<file path="src/hdl/ppwu_pkg.sv">
// Shared types, constants and fixed-point helpers for the polynomial plasticity weight update.
package ppwu_pkg;

  localparam int WeightWidth   = 15;
  localparam int TraceWidth    = 15;
  localparam int VoltWidth     = 16;
  localparam int AccWidth      = 32;
  localparam int ProdWidth     = 2 * AccWidth;
  localparam int NumCoeffs     = 21;
  localparam int RuleCoeffs    = 11;
  localparam int PostBase      = 10;
  localparam int NumSlots      = 7;
  localparam int PipeDepth     = 17;
  localparam int CfgIndexWidth = 3;
  localparam int CfgDataWidth  = 64;
  localparam int NumCoeffWords = 5;
  localparam int CoeffStride   = 16;
  localparam int CoeffsPerWord = 4;
  localparam int DefCoeffWidth = 16;
  localparam int DefFracBits   = 12;
  localparam int RescaleTrace  = 2;
  localparam int RescaleV      = 15;
  localparam int RescaleC      = 15;

  localparam logic [WeightWidth-1:0] MaxWeightReset = WeightWidth'(4096);

  typedef logic signed [AccWidth-1:0]  acc_t;
  typedef logic signed [ProdWidth-1:0] prod_t;
  typedef acc_t [NumCoeffs-1:0]        coeff_vec_t;
  typedef acc_t [RuleCoeffs-1:0]       rule_coeff_t;
  typedef prod_t [NumSlots-1:0]        prod_vec_t;

  localparam acc_t AccMax = acc_t'({1'b0, {(AccWidth-1){1'b1}}});
  localparam acc_t AccMin = acc_t'({1'b1, {(AccWidth-1){1'b0}}});

  typedef enum logic [CfgIndexWidth-1:0] {
    REG_COEFF_WORD_0,
    REG_COEFF_WORD_1,
    REG_COEFF_WORD_2,
    REG_COEFF_WORD_3,
    REG_COEFF_WORD_4,
    REG_COEFF_WORD_5,
    REG_MAX_WEIGHT,
    REG_LEARNING_ENABLE
  } cfg_reg_t;

  typedef struct packed {
    logic                          opcode;
    logic [WeightWidth-1:0]        weight;
    logic [TraceWidth-1:0]         pre_trace;
    logic [TraceWidth-1:0]         post_trace;
    logic signed [VoltWidth-1:0]   voltage;
    logic [TraceWidth-1:0]         exc_conductance;
    logic [TraceWidth-1:0]         inh_conductance;
  } in_item_t;

  typedef struct packed {
    logic [WeightWidth-1:0] new_weight;
    logic                   clipped;
  } out_item_t;

  typedef struct packed {
    coeff_vec_t             coeffs;
    logic [WeightWidth-1:0] max_weight;
    logic                   learn_enable;
  } cfg_state_t;

  // Signed add saturated to the accumulator range.
  function automatic acc_t add_sat(input acc_t a, input acc_t b);
    logic [AccWidth:0] s;
    s = {a[AccWidth-1], a} + {b[AccWidth-1], b};
    if (s[AccWidth] != s[AccWidth-1]) begin
      add_sat = s[AccWidth] ? AccMin : AccMax;
    end else begin
      add_sat = acc_t'(s[AccWidth-1:0]);
    end
  endfunction

  // Exact signed product of two accumulator values.
  function automatic prod_t mul_full(input acc_t a, input acc_t b);
    mul_full = a * b;
  endfunction

endpackage

</file>
<file path="src/hdl/ppwu_cfg_regs.sv">
// Configuration register file and coefficient extraction for the weight update unit.
module ppwu_cfg_regs
  import ppwu_pkg::*;
#(
  parameter int COEFF_WIDTH = DefCoeffWidth
) (
  input  logic                     clk,
  input  logic                     rst_n,
  input  logic                     cfg_valid,
  output logic                     cfg_ready,
  input  logic [CfgIndexWidth-1:0] cfg_index,
  input  logic [CfgDataWidth-1:0]  cfg_data,
  output cfg_state_t               cfg_st
);

  localparam int ExtWidth = CfgDataWidth + AccWidth;

  logic [CfgDataWidth-1:0] coeff_word_r [NumCoeffWords];
  logic [CoeffStride-1:0]  coeff5_r;
  logic [WeightWidth-1:0]  max_weight_r;
  logic                    learn_r;
  acc_t                    coeff_arr [NumCoeffs];

  assign cfg_ready = 1'b1;

  always_ff @(posedge clk) begin
    if (!rst_n) begin
      for (int i = 0; i < NumCoeffWords; i++) begin
        coeff_word_r[i] <= '0;
      end
      coeff5_r     <= '0;
      max_weight_r <= MaxWeightReset;
      learn_r      <= 1'b1;
    end else if (cfg_valid && cfg_ready) begin
      case (cfg_reg_t'(cfg_index))
        REG_COEFF_WORD_0:    coeff_word_r[0] <= cfg_data;
        REG_COEFF_WORD_1:    coeff_word_r[1] <= cfg_data;
        REG_COEFF_WORD_2:    coeff_word_r[2] <= cfg_data;
        REG_COEFF_WORD_3:    coeff_word_r[3] <= cfg_data;
        REG_COEFF_WORD_4:    coeff_word_r[4] <= cfg_data;
        REG_COEFF_WORD_5:    coeff5_r <= cfg_data[CoeffStride-1:0];
        REG_MAX_WEIGHT:      max_weight_r <= cfg_data[WeightWidth-1:0];
        REG_LEARNING_ENABLE: learn_r <= cfg_data[0];
        default: begin
        end
      endcase
    end
  end

  // Each coefficient sits at a fixed offset of its word; bits above the word read as zero.
  for (genvar n = 0; n < NumCoeffs; n++) begin : g_coeff
    localparam int WordSel = n / CoeffsPerWord;
    localparam int Offset  = (n % CoeffsPerWord) * CoeffStride;
    logic [ExtWidth-1:0] ext;
    if (WordSel < NumCoeffWords) begin : g_wide
      assign ext = {{AccWidth{1'b0}}, coeff_word_r[WordSel]};
    end else begin : g_narrow
      assign ext = {{(ExtWidth-CoeffStride){1'b0}}, coeff5_r};
    end
    assign coeff_arr[n] = acc_t'($signed(ext[Offset +: COEFF_WIDTH]));
  end

  always_comb begin
    for (int n = 0; n < NumCoeffs; n++) begin
      cfg_st.coeffs[n] = coeff_arr[n];
    end
    cfg_st.max_weight   = max_weight_r;
    cfg_st.learn_enable = learn_r;
  end

endmodule

</file>
<file path="config.mk">
export PLATFORM = sky130hd
export DESIGN_NAME = ppwu_cfg_regs
export DESIGN_NICKNAME = d
export VERILOG_FILES = /design/src/hdl/ppwu_pkg.sv /design/src/hdl/ppwu_cfg_regs.sv
export SDC_FILE = /design/constraint.sdc
export NUM_CORES = 1
export LEC_CHECK = 0
export BUFFER_PORTS_ARGS = -buffer_cell sky130_fd_sc_hd__buf_2
export CORE_AREA = 2 2 300 302
export CTS_CLUSTER_SIZE = 10
export DETAILED_ROUTE_END_ITERATION = 12
export DIE_AREA = 0 0 302 304
export PLACE_DENSITY = 0.46
export SYNTH_ARGS = -nofsm -noshare
export SYNTH_HDL_FRONTEND = slang
export SYNTH_SLANG_ARGS = --single-unit
export TNS_END_PERCENT = 20
</file>
<file path="constraint.sdc">
create_clock -name clk -period 10.4 [get_ports clk]
set_input_delay 2.6 -clock clk [delete_from_list [all_inputs] [get_ports clk]]
set_output_delay 2.6 -clock clk [all_outputs]
set_load 0.05 [all_outputs]
</file>
# Yosys cells after proc, flatten, opt, wreduce, memory -nomap -nowiden

Memories as Yosys holds them, arrays and structs flattened.
Cells that the tools add are included.

Equal/unequal tests: 7
Mux-type cells: 26
Bitwise gates (word level): 5
Reductions and logical operators: 4

Operators with widths:

| kind                                                                   | number |
|---|---|
| 64-bit two-way mux                                                     | 5 |
| 1-bit two-way mux                                                      | 21 |
| 3-bit equality test (second input constant)                            | 4 |
| 3-bit by 2-bit equality test with 1-bit output (second input constant) | 2 |
| 2-bit AND reduction                                                    | 3 |
| 1-bit bitwise OR                                                       | 5 |
| 3-bit by 1-bit equality test with 1-bit output (second input constant) | 1 |
| 3-bit logical NOT                                                      | 1 |

Register bits after elaboration: 32
RAM bits: 320
Input port bits: 70
Output and inout port bits: 689
Memories: 1

Memory list:

| memory       | depth | bits a word | rd ports | clocked after memory_dff | wr ports | RTL line            | source |
|---|---|---|---|---|---|---|---|
| coeff_word_r | 5     | 64          | 5        | 0                        | 5        | ppwu_cfg_regs.sv:18 | `logic [CfgDataWidth-1:0] coeff_word_r [NumCoeffWords];` |

# Logic depth before layout (Yosys ltp)

Gate-level depths: netlist (run 1).

Word-level depth: 6
Gate-level depth with buffers: 5
Mapped depth without buffers: 2

# Worst setup path after synthesis (run 1)

Ideal clock, no wire load.

Path type: input port to flip-flop
Start point: input port cfg_index[0]
End point: memory coeff_word_r[1][36], in the netlist coeff_word_r[0][100] (enable)
Setup time: 581 ps
Arrival: 7,563 ps
Slack: 2,256 ps
Stages: 3
Buffers on the path: 1
Cells stage by stage: buf_2 -> inv_1 -> o31ai_1

RTL lines:

| element     | RTL line            | source |
|---|---|---|
| from (decl) | ppwu_cfg_regs.sv:11 | `input logic [CfgIndexWidth-1:0] cfg_index,` |
| to (decl)   | ppwu_cfg_regs.sv:18 |  |

==> results of run 1 <==
-- cell usage in the layout (no fill, tap or decap), types with 5 or more instances in the layout --
cell type  count
dfxtp_1       32
mux2i_1       32
buf_4         13
nand2_1       47
nor3b_2       60
clkbuf_1      11
edfxtp_1     320
diode_2        5
clkbuf_16     44
buf_2        757
-- state kept, by name (all words and copies together), names as in the netlist --
register	cells
max_weight_r	15
learn_r	1
coeff_word_r	320
coeff5_r	16
-- power by group through the flow --
stage	logic, µW	registers (µW)	clock network [µW]
final	1060	1720	1340
after global routing	1090	1730	1450
after CTS	1070	1720	1400
after detailed placement	1070	1740	0
after global placement	1080	1750	0
after floorplan	573	2120	0
-- through the flow --
stage	worst slack, ns	power (µW)	instances	cell area (µm²)	util [%]
final	5.703	4118	2528	18330	20.58
after CTS	5.621	4193	2523	18310	20.56
after global routing	5.395	4264	2524	18320	20.57
after detailed placement	5.052	2816	2460	17090	19.19
after global placement	5.288	2821	2460	17090	19.19
after floorplan	2.256	2688	878	14440	-
-- per-layer routing --
metal  global-route usage (%)  share of wire, %  routed length (µm)  up-vias
met1                    11.44                42               18620     3997
met3                    2.863               8.3                3679       55
met5                        0                 0                   0        -
met4                    2.855               2.3                1039        0
li1                         -                 -                   -     3651
met2                    14.51                48               21130      348
-- how the worst min path moves through the flow --
stage | from | end | slack (ns) | depth (start not counted)
after floorplan | learn_r | learn_r | 0.49 | 2
after global placement | max_weight_r[8] | max_weight_r[8] | 0.44 | 2
after detailed placement | max_weight_r[7] | max_weight_r[7] | 0.45 | 2
after CTS | max_weight_r[7] | max_weight_r[7] | 0.46 | 2
after global routing | coeff5_r[11] | coeff5_r[11] | 0.48 | 2
final | max_weight_r[7] | max_weight_r[7] | 0.46 | 2
-- kinds of logic after synthesis --
kind of cell	Yosys count
simple gates	122
other cells	1
compound gates	6
buf+inv	365
mux	32
flops	352
-- area by class of cell --
cell class	instances	area, µm²	share of cell area, %
tap	1176	1471	8.029
sequential	352	10250	55.93
timing repair buffer	770	3886	21.21
clock buffer	55	1142	6.234
multi-input combinational	161	1476	8.057
clock inverter	8	82.58	0.4506
inverter	1	3.754	0.02048
antenna	5	12.51	0.06828
-- critical path, cell delays in order --
cell and delay (ns):
buf_2 0.08, buf_4 0.53, nand2_4 0.53, buf_4 0.48, nor3b_1 0.59
==> metrics.txt, run 1 <==
Synth Area in Simple Gates=7.158%; Cell Area, Synth=14440 µm²; unrepaired setup endpoints after global routing=false; GPL Wtd Cong=0.7632; cts hold-fix bufs=0; largest family of logic cells by synthesized area=buffers and inverters; worst-margin pin slew=1.067 ns; maximum root-to-sink buffer count=3; Avg Cell Area, Syn=16.45 µm²; Post-Syn Instances=878; CTS root buf=clkbuf_16; Max VDD drop=115.3 µV; postcts setup bufs=0; Worst Clk Skew=0 ns; Post-synth EDFFs=320; setup slack, reg-to-reg=9.46 ns; sequential share of power=41.7%; Synth top cells by count=339 x buf_4, 320 x edfxtp_1, 60 x nor3b_2; critical path class=in -> reg; prevailing post-synth register cell=edfxtp_1; Switching Share=36.71%; Tot GR Track Use=9.021%; Synth Register Bits=352; Leak Pwr=0.007655 µW; Comb power frac=25.7%; worst skew pair latency=0.56 ns; CTS clk-pin slew, worst paths=0.06 ns; most common cell in the netlist=buf_4; clock sink count=352; largest net degree at the start of global routing=60; Pint=2607 µW; Switch Pwr=1512 µW; Setup crit end=coeff_word_r[0][63]; CTS tree=built; reg-to-reg critical path startpoint=coeff5_r[15]; Post-Syn Nets=948; Synth top area share=66.55%; hold_ws=0.4579 ns; Cell Pwr Density=224.7 nW/µm²; multiplexer area fraction after synthesis=2.218%; CP max FO=58; CP startpoint kind=input port; slew margin rel.=28.89%; outcome=complete, no violations; Port Buf Inserts=757; ys async rst share=0%; TritonRoute pass-1 iters=7; endpoints failing setup=0; core area=89050 µm²; Warnings, synthesis=0; share of cells above drive strength 1=65.92%; required time of the worst setup path=10.67 ns; die width=302 µm; DRT Wirelength=44.47 mm; die area=91810 µm²; worst-case reg-to-reg path depth=2; crit path DAT=4.96 ns; DR WL/cell=17.59 µm; Initial Utilization=16.21%; Overflow after GRT=0; fin crit share=45.16%; Detail Route Antenna Nets=0; fin crit period=4.697 ns; clock share of power=32.6%; HPWL after DPL=31.33 mm; fmax=212.9 MHz; io pins=759; htree depth=2; Layout Area Growth over Synthesis=26.92%; initial antenna violation count=5; Vias=8051; CP Launch Point=rst_n; Post-Synth XOR/XNOR Area=0%; clock buffer count from CTS=43; max cap viols=0; Detailed Route Iter0 Violations=332; # resized after CTS=0; Synth Area in Compound Gates=0.2773%; post-synth top area cell=edfxtp_1; top cells by area, synth=edfxtp_1 67%, buf_4 18%, nor3b_2 5.2%, dfxtp_1 4.4%, mux2i_1 2.2%; row count=110; first-pass GRT wire length=59.71 mm; register area share after synthesis=70.99%; Fillers=9540; Synth cell types=22; final layout net count=1399; Post-route DRC=0; nature of the critical path endpoint=flop; Hold Crit Class=reg -> reg; max-slew violations=0; vias in the first global route=7961; Final Hold Fails=0; reg-to-reg endpoint=coeff5_r[15]; vias per inst=3.185; TNS Setup=0 ns; Post-Synth Adder-Cell Area=0%; Die Height=304 µm
Power figures use the tool's default switching activity.
==> run 2: changes to the inputs <==
clock period = 4.62 ns   (was 10.4 ns; I/O delays follow)
==> metrics.txt, run 2 (synthesis results as in run 1) <==
Port Buf Inserts=757; max cap viols=0; Die Height=304 µm; worst skew pair latency=0.57 ns; worst-margin pin slew=0.9818 ns; Worst Clk Skew=0 ns; maximum root-to-sink buffer count=3; worst path bufs/invs=1; Max VDD drop=246.1 µV; initial antenna violation count=4; CP max FO=17; nature of the critical path endpoint=output pin; core area=89050 µm²; endpoints failing setup=0; fmax=353.8 MHz; fin crit share=61.18%; most frequent cells in the layout=757 x buf_2, 320 x edfxtp_1, 61 x nor3b_2, 47 x nand2_1, 45 x clkbuf_16; Vias=8267; reg-to-reg critical path startpoint=coeff5_r[15]; CTS clk-pin slew, worst paths=0.06 ns; CP max stage delay=0.72 ns; Overflow after GRT=0; critical path class=reg -> out; hold_ws=0.4583 ns; fin crit period=2.827 ns; number of flip-flops in the largest register=320; die width=302 µm; slowest stage cell, crit path=edfxtp_1; Detail Route Antenna Nets=0; Hold Startpoint=max_weight_r[8]; max-slew violations=0; ordered list of cells on the worst path=buf_2; Layout Area Growth over Synthesis=28.64%; CP Launch Point=coeff_word_r[0][47]; crit-path leading delay family=flip-flops; Leak Pwr=0.007771 µW; required time of the worst setup path=3.46 ns; cts hold-fix bufs=0; DR WL/cell=16.66 µm; # resized after CTS=0; Detailed Route Iter0 Violations=364; CTS tree=built; Reg with most FFs=coeff_word_r; Hold Crit Class=reg -> reg; Tot GR Track Use=8.632%; unrepaired setup endpoints after global routing=false; TritonRoute pass-1 iters=4; GPL Wtd Cong=0.7199; Top Registers=coeff_word_r (320), coeff5_r (16), max_weight_r (15); TNS Setup=0 ns; htree depth=2; clock sink count=352; Initial Utilization=16.21%; Post-route DRC=0; row count=110; largest net degree at the start of global routing=65; Final Hold Fails=0; share of cells above drive strength 1=65.98%; slew margin rel.=34.55%; clock buffer count from CTS=44; vias per inst=3.257; outcome=complete, no violations; first-pass GRT wire length=57.33 mm; DRT Wirelength=42.29 mm; final layout net count=1405; postcts setup bufs=0; most common cell after layout, fill and taps aside=buf_2; Cell Pwr Density=509.9 nW/µm²; CP startpoint kind=flop; CTS root buf=clkbuf_16; die area=91810 µm²; io pins=759; HPWL after DPL=29.15 mm; crit path DAT=1.67 ns; vias in the first global route=7922
==> run 2: cell count changes in the layout (fill, tap and decap cells not counted), moves of 2 or more <==
cell,delta
buf_4,-3
clkbuf_1,+3
clkinv_1,+2
clkbuf_8,+2
diode_2,-4
buf_12,+8
==> run 2: area by class of cell <==
class	count	area, µm²
antenna	1	2.502
multi-input combinational	161	1481
sequential	352	10250
fill	9490	70470
inverter	1	3.754
tap	1176	1471
timing repair buffer	775	4024
clock inverter	11	135.1
clock buffer	61	1206
==> run 2: stage by stage <==
step | util, % | setup WS, ns | total power (µW) | cells | instance area [µm²]
floorplan | - | -0.1382 | 6042 | 878 | 14450
detailed placement | 19.35 | 1.363 | 6341 | 2465 | 17230
CTS | 20.86 | 1.688 | 9622 | 2537 | 18570
global placement | 19.35 | 1.373 | 6355 | 2465 | 17230
global route | 20.86 | 1.656 | 9813 | 2537 | 18570
finish | 20.86 | 1.793 | 9472 | 2538 | 18570
==> run 2: per-layer routing <==
layer / share of wire [%] / wire, µm / global-route usage (%) / vias up
met1: 38 / 16070 / 9.703 / 4091
met3: 8.8 / 3701 / 2.863 / 56
met5: 0.031 / 13 / 0 / -
met4: 2.4 / 1019 / 2.763 / 2
li1: - / - / - / 3679
met2: 51 / 21480 / 15.26 / 439
==> run 2: final timing paths <==
path	to	slack [ns]	cells after the start
worst max-delay path	cfg_st[97]	1.79	1
worst min-delay path	max_weight_r[8]	0.46	2
worst max register to register	coeff5_r[15]	3.75	2
worst min register to register	max_weight_r[8]	0.46	2
==> run 2: power breakdown <==
group,switching [µW],internal [µW]
combinational,2010,371
clock,1300,1930
sequential,132,3730
total,3440,6030
==> run 3: changes to the inputs <==
clock period = 3 ns   (was 4.62 ns; I/O delays follow)
==> metrics.txt, run 3 (synthesis results as in run 1) <==
outcome=complete, no violations; fmax=404.1 MHz; DR WL/cell=18.17 µm; Crit. path cell count=1; clock sink count=352; Max VDD drop=407.7 µV; Post-route DRC=0; initial antenna violation count=3; CP max stage delay=0.77 ns; io pins=759; Hold Crit Class=reg -> reg; htree depth=2; CTS clk-pin slew, worst paths=0.05 ns; slew margin rel.=55.38%; Final Hold Fails=0; clock buffer count from CTS=43; postcts setup bufs=0; Post-Place Cells=2465; worst-margin pin slew=0.6688 ns; number of flip-flops in the largest register=320; nature of the critical path endpoint=output pin; die width=302 µm; Detailed Route Iter0 Violations=245; TritonRoute pass-1 iters=6; CP max FO=17; ordered list of cells on the worst path=buf_2; fin crit share=82.48%; CP startpoint kind=flop; Detail Route Antenna Nets=0; Reg with most FFs=coeff_word_r; fin util=20.78%; Finished Layout Cells=2534; reg-to-reg critical path startpoint=coeff5_r[15]; crit path DAT=1.72 ns; Die Height=304 µm; Initial Utilization=16.21%; die area=91810 µm²; row count=110; slowest stage cell, crit path=edfxtp_1; fin crit period=2.474 ns; Hold Startpoint=max_weight_r[8]; worst-case reg-to-reg path depth=2; Hold Crit Endpoint=max_weight_r[8]; reg-to-reg endpoint=coeff5_r[15]; HPWL after DPL=32.87 mm; unrepaired setup endpoints after global routing=false; maximum root-to-sink buffer count=3; CTS root buf=clkbuf_16; Port Buf Inserts=757; endpoints failing setup=0; DRT Wirelength=46.04 mm; Fillers=9522; final layout net count=1404; Vias=8181; GPL Wtd Cong=0.7424; setup slack, reg-to-reg=2.10 ns; antenna diode count=0; Hold Crit Depth=2; cts hold-fix bufs=0; crit-path leading delay family=flip-flops; vias per inst=3.228; Cell Pwr Density=779.8 nW/µm²; max cap viols=0; Leak Pwr=0.007746 µW; most common cell after layout, fill and taps aside=buf_2; required time of the worst setup path=2.25 ns; Layout Area Growth over Synthesis=28.15%; # resized after CTS=0; largest net degree at the start of global routing=65; first-pass GRT wire length=61.47 mm; Overflow after GRT=0; max-slew violations=0; CP Launch Point=coeff_word_r[0][287]; share of cells above drive strength 1=65.98%; worst path bufs/invs=1; critical path class=reg -> out; vias in the first global route=7857; Worst Clk Skew=0 ns; CTS tree=built; Top Registers=coeff_word_r (320), coeff5_r (16), max_weight_r (15); worst skew pair latency=0.55 ns; most frequent cells in the layout=757 x buf_2, 320 x edfxtp_1, 60 x nor3b_2, 47 x nand2_1, 46 x clkbuf_16; Tot GR Track Use=9.414%; core area=89050 µm²
[run 3: cell types whose count changed in the layout (fill, tap and decap cells not counted), sizes merged]
cell / before / now
bufinv: 2 / 0
diode: 1 / 0
inv: 3 / 1
clkbuf: 61 / 63
clkinv: 7 / 6
[run 3: layout make-up]
cell class / count / area (µm²) / share of cell area (%)
Sequential cell: 352 / 10250 / 55.39
Timing Repair Buffer: 775 / 4024 / 21.75
Multi-Input combinational cell: 161 / 1484 / 8.019
Tap cell: 1176 / 1471 / 7.952
Clock buffer: 63 / 1245 / 6.728
Clock inverter: 6 / 26.28 / 0.1420
Inverter: 1 / 3.754 / 0.02029
[run 3: how the worst max path moves through the flow]
| stage | end |
|---|---|
| 4_1_cts | cfg_st[586] |
| 5_1_grt | cfg_st[580] |
| 6_report | cfg_st[586] |
| 3_3_place_gp | coeff_word_r[0][255] |
| 3_5_place_dp | coeff_word_r[0][191] |
| 2_1_floorplan | coeff_word_r[0][128] |
[run 3: power by group]
part	internal (µW)	total, µW	switching [µW]
combinational	571	3700	3130
sequential	5750	5950	204
clock	2840	4770	1940
[run 3: layer usage]
| metal | GRT usage (%) | vias to the layer above | routed length (µm) |
|---|---|---|---|
| li1 | - | 3654 | - |
| met1 | 10.61 | 4079 | 17930 |
| met2 | 16.95 | 396 | 23760 |
| met3 | 2.720 | 50 | 3356 |
| met4 | 2.913 | 2 | 974 |
| met5 | 0 | - | 13 |
[run 3: through the flow]
step                      worst slack [ns]  cell area [µm²]  power, µW  hold slack, ns  setup TNS (ns)
after global placement              0.6352            17230       9822          0.4401               0
after global routing                0.3875            18500      14960          0.4435               0
after CTS                           0.4044            18500      14670          0.4234               0
after floorplan                    -0.1765            14520       9303          0.4872          -15.07
final                               0.5255            18500      14430          0.4552               0
after detailed placement            0.5404            17230       9801          0.4467               0
